### src/rtl/core/fbc_pkg.sv
// Shared types and constants for the frustum box cull block.
`default_nettype none

package fbc_pkg;

    localparam int MAX_PLANES     = 6;
    localparam int PLANE_COUNT_DEF = 6;
    localparam int COORD_W        = 16;
    localparam int CFG_AW         = 3;
    localparam int CFG_DW         = 64;
    localparam int COUNT_W        = 17;
    localparam int PROD_W         = 2 * COORD_W;
    localparam int DIST_W         = PROD_W + 1;
    localparam int FRAC_BITS      = 14;
    localparam int IN_TDATA_W     = 112;
    localparam int OUT_TDATA_W    = 40;

    localparam logic [COUNT_W-1:0] COUNT_MAX = '1;

    typedef logic [2:0][COORD_W-1:0] t_vec3;

    // bits 15:0 nx, 31:16 ny, 47:32 nz, 63:48 d
    typedef struct packed {
        logic [COORD_W-1:0] d;
        t_vec3              n;
    } t_plane;

    typedef struct packed {
        logic ld1;
        logic ld2;
    } t_stage_en;

    typedef struct packed {
        logic all_behind;
        logic any_behind;
    } t_plane_flags;

    typedef enum logic [1:0] {
        CONT_NONE    = 2'd0,
        CONT_PARTIAL = 2'd1,
        CONT_WHOLE   = 2'd2
    } t_cont;

endpackage

`default_nettype wire

### src/rtl/core/fbc_plane_unit.sv
// One plane test: nearest/farthest corner products, then distance sign flags.
`default_nettype none

module fbc_plane_unit (
    input  wire logic               i_clk,
    input  wire fbc_pkg::t_plane    i_plane,
    input  wire fbc_pkg::t_vec3     i_lo,
    input  wire fbc_pkg::t_vec3     i_hi,
    input  wire fbc_pkg::t_stage_en i_en,
    output fbc_pkg::t_plane_flags   o_flags
);
    import fbc_pkg::*;

    logic signed [COORD_W-1:0] big    [3];
    logic signed [COORD_W-1:0] sml    [3];
    logic signed [COORD_W-1:0] c_far  [3];
    logic signed [COORD_W-1:0] c_near [3];
    logic signed [PROD_W-1:0]  n_pmax [3];
    logic signed [PROD_W-1:0]  n_pmin [3];
    logic signed [PROD_W-1:0]  r_pmax [3];
    logic signed [PROD_W-1:0]  r_pmin [3];
    logic signed [DIST_W-1:0]  doff;
    logic signed [DIST_W-1:0]  sum_max;
    logic signed [DIST_W-1:0]  sum_min;
    t_plane_flags              r_flags;

    // per axis: pick the coordinate that maximizes / minimizes n*coord,
    // valid for inverted boxes too since both coords are compared
    always_comb begin
        for (int a = 0; a < 3; a++) begin
            if ($signed(i_hi[a]) >= $signed(i_lo[a])) begin
                big[a] = $signed(i_hi[a]);
                sml[a] = $signed(i_lo[a]);
            end else begin
                big[a] = $signed(i_lo[a]);
                sml[a] = $signed(i_hi[a]);
            end
            c_far[a]  = i_plane.n[a][COORD_W-1] ? sml[a] : big[a];
            c_near[a] = i_plane.n[a][COORD_W-1] ? big[a] : sml[a];
            n_pmax[a] = $signed(i_plane.n[a]) * c_far[a];
            n_pmin[a] = $signed(i_plane.n[a]) * c_near[a];
        end
    end

    always_ff @(posedge i_clk) begin
        if (i_en.ld1) begin
            r_pmax <= n_pmax;
            r_pmin <= n_pmin;
        end
    end

    // offset d in coordinate units, scaled to Q.14
    assign doff = $signed({{(DIST_W-COORD_W-FRAC_BITS){i_plane.d[COORD_W-1]}},
                           i_plane.d, {FRAC_BITS{1'b0}}});

    assign sum_max = DIST_W'(r_pmax[0]) + DIST_W'(r_pmax[1]) + DIST_W'(r_pmax[2]) + doff;
    assign sum_min = DIST_W'(r_pmin[0]) + DIST_W'(r_pmin[1]) + DIST_W'(r_pmin[2]) + doff;

    always_ff @(posedge i_clk) begin
        if (i_en.ld2) begin
            r_flags.all_behind <= sum_max[DIST_W-1];
            r_flags.any_behind <= sum_min[DIST_W-1];
        end
    end

    assign o_flags = r_flags;

endmodule

`default_nettype wire

### config.mk
export PLATFORM = sky130hd
export DESIGN_NAME = fbc_plane_unit
export DESIGN_NICKNAME = d
export VERILOG_FILES = /design/src/rtl/core/fbc_pkg.sv /design/src/rtl/core/fbc_plane_unit.sv
export SDC_FILE = /design/constraint.sdc
export NUM_CORES = 2
export LEC_CHECK = 0
export BUFFER_PORTS_ARGS = -buffer_cell sky130_fd_sc_hd__buf_2
export CAP_MARGIN = 20
export CORE_MARGIN = 2
export CORE_UTILIZATION = 67
export CTS_BUF_LIST = sky130_fd_sc_hd__clkbuf_2 sky130_fd_sc_hd__clkbuf_4 sky130_fd_sc_hd__clkbuf_8
export DETAILED_ROUTE_END_ITERATION = 10
export MAX_ROUTING_LAYER = met4
export PLACE_DENSITY_LB_ADDON = 0.2
export SKIP_LAST_GASP = 1
export SLEW_MARGIN = 20
export SYNTH_ARGS = -nofsm -noshare
export SYNTH_HDL_FRONTEND = slang
export SYNTH_SLANG_ARGS = --single-unit
### constraint.sdc
create_clock -name i_clk -period 12.95 [get_ports i_clk]
set_input_delay 2.59 -clock i_clk [delete_from_list [all_inputs] [get_ports i_clk]]
set_output_delay 2.59 -clock i_clk [all_outputs]
set_load 0.01 [all_outputs]
==> results.cfg <==
[synth]
synth_flop_cell = edfxtp_1
yosys_register_bits = 194
yosysUniqueCellTypes = 82
syn_nets = 9894
postSynthAreaPerCell_um2 = 9.71
async_flop_share_pct = 0
mappedNetlistArea_um2 = 72200
yosysWarnings = 0
syn_inst = 7437
synth-edff-count = 194
ys_seq_area_share_pct = 8.07

[drt]
drtAntennaViolNets = 0
drt-met1-wl_um = 68000
drtIter0Drc = 3514
drc_errors = 0
via_per_inst = 5.72
highest_layer = met4
wl_um = 175000
vias = 50400
dr_wl_met2_um = 85200
wl_met3_um = 12300
first_pass_iters = 6
wl_per_cell_um = 19.8

[clock_network]
cts-hold-fix-buffers = 0
post_cts_buffers = 0
insertion_delay_ns = 0.60
cts_tree = built
htree_levels = 4
clk_pin_slew_ns = 0.15
cts.sink_count = 194
cts_resized = 0
cts_root_buf = clkbuf_8
clockBufferDepth = 2
cts_made_buffers = 17

[die]
die_area_um2 = 110000
pin_count = 165
die_y_um = 332
core_area_um2 = 107000
rows = 120
die_x_um = 332
initial_core_util_pct = 67.5

[cells_and_area]
syn_to_final_growth_pct = 3.05
layout_common_cells = 1797 x inv_1, 1673 x fa_1, 720 x nand2_1
final_util_pct = 69.6
final_common_cell = inv_1
fill_cells = 8295
nets = 9849
drive_above_1_share_pct = 5.24
fin_cells = 8811

[grt]
grt_max_degree = 71
grt_use_total_pct = 34.7
grt_overflow = 0
antenna_found_initial = 3
grt_pass1_wl_um = 291000
first_global_vias = 55400

[sta]
drv_slew = 0
slew_headroom_pct = 26.7
worstMarginPinSlew_ns = 1.08
skew_ns = 0.0239
setup_tns_ns = 0
report.final.setup_viol = 0
max_freq_mhz = 89.2
hold_violations = 0
finalCritPeriodShare_pct = 86.5
min_period_ns = 11.20
rsz0062_at_grt = false
setup_ws_ns = 1.75

[worst_setup_path]
crit_arrival_ns = 11.54
path_class = input port to flop
crit_path_max_fanout = 18
crit_top_cell = fa_1
worst_path_largest_cell_delay_ns = 0.85
end_kind = flop
cp_slowest_cell = mux2i_2
worst_setup_path_start_kind = input port
crit_required_ns = 13.28

[placed_design]
port_buffers = 164
pre_cts_ws_ns = 1.20
hpwl_um = 143000
place_inst = 8776
routabilityCongestion = 0.940

[outcome]
status = finished, final reports clean

[run]
drv_cap = 0

[hold_path]
min_path_type = flop to flop
==> through the flow <==
stage	cell area [µm²]	hold WS [ns]
finish	74400	1.15
global route	74400	1.21
CTS	74400	1.16
detailed placement	73900	1.12
global placement	73900	1.11
floorplan	72200	0.816
==> registers in the layout (all words and copies together) (netlist names) <==
register  count
r_pmax       96
o_flags       2
r_pmin       96
==> final cells by class <==
class | count | area, µm² | share of cell area [%]
multi-input combinational | 5174 | 58400 | 78.5
inverter | 1797 | 6750 | 9.07
antenna | 3 | 7.51 | 0.0101
timing repair buffer | 208 | 1160 | 1.56
tap | 1403 | 1760 | 2.36
clock buffer | 17 | 234 | 0.315
sequential | 194 | 5830 | 7.83
clock inverter | 15 | 233 | 0.313
==> cells in the mapped netlist, types with 32 or more instances <==
library cell / n / area [µm²]
mux2_2: 70 / 788
mux2i_1: 72 / 721
or2_2: 35 / 219
a21o_1: 91 / 683
buf_2: 83 / 415
and2_1: 312 / 1950
nor2_1: 210 / 788
a21oi_1: 185 / 926
fa_1: 1673 / 33500
xnor2_1: 171 / 1500
nand2_1: 720 / 2700
ha_1: 621 / 7770
nand2b_1: 88 / 551
nor2b_1: 445 / 2780
inv_1: 1797 / 6750
edfxtp_1: 194 / 5830
clkbuf_1: 159 / 597
o21ai_0: 100 / 500
nand4_1: 32 / 200
nor3_1: 32 / 160
xor2_1: 41 / 359
==> critical path, delay by kind of cell <==
| family | cells | cell delay [ns] |
|---|---|---|
| compound gates | 12 | 2.75 |
| xor+xnor | 2 | 0.65 |
| buf+inv | 5 | 0.67 |
| simple gates | 2 | 0.37 |
| mux | 1 | 0.85 |
| fa+ha+maj | 8 | 3.61 |
==> worst paths after layout <==
path	startpoint	endpoint	slack (ns)	depth (start not counted)
max	i_lo[41]	r_pmax[31]$_DFFE_PP_	1.75	30
min	r_pmax[95]$_DFFE_PP_	o_flags[1]$_DFFE_PP_	1.15	3
max reg2reg	r_pmax[17]$_DFFE_PP_	o_flags[1]$_DFFE_PP_	8.89	12
min reg2reg	r_pmax[95]$_DFFE_PP_	o_flags[1]$_DFFE_PP_	1.15	3
==> kinds of logic after synthesis <==
kind of cell             after synthesis  share of synthesized area (%)
multiplexers                         163                           2.52
XOR/XNOR                             214                           2.62
AO/OA/AOI/OAI                        559                           5.00
AND/OR/NAND/NOR                     1944                           13.6
buffers and inverters               2069                           11.1
flip-flops                           194                           8.07
adder cells (fa/ha/maj)             2294                           57.2
==> per-layer routing <==
layer  vias to the layer above  track usage, %
met4                         0            14.6
met5                         -               -
li1                      22100               -
met2                      1967            56.2
met3                       446            4.83
met1                     25900            44.3
Power is left out: the tool's default activity adds up to more than one toggle a clock period on the data nets, which glitch-free logic cannot reach.
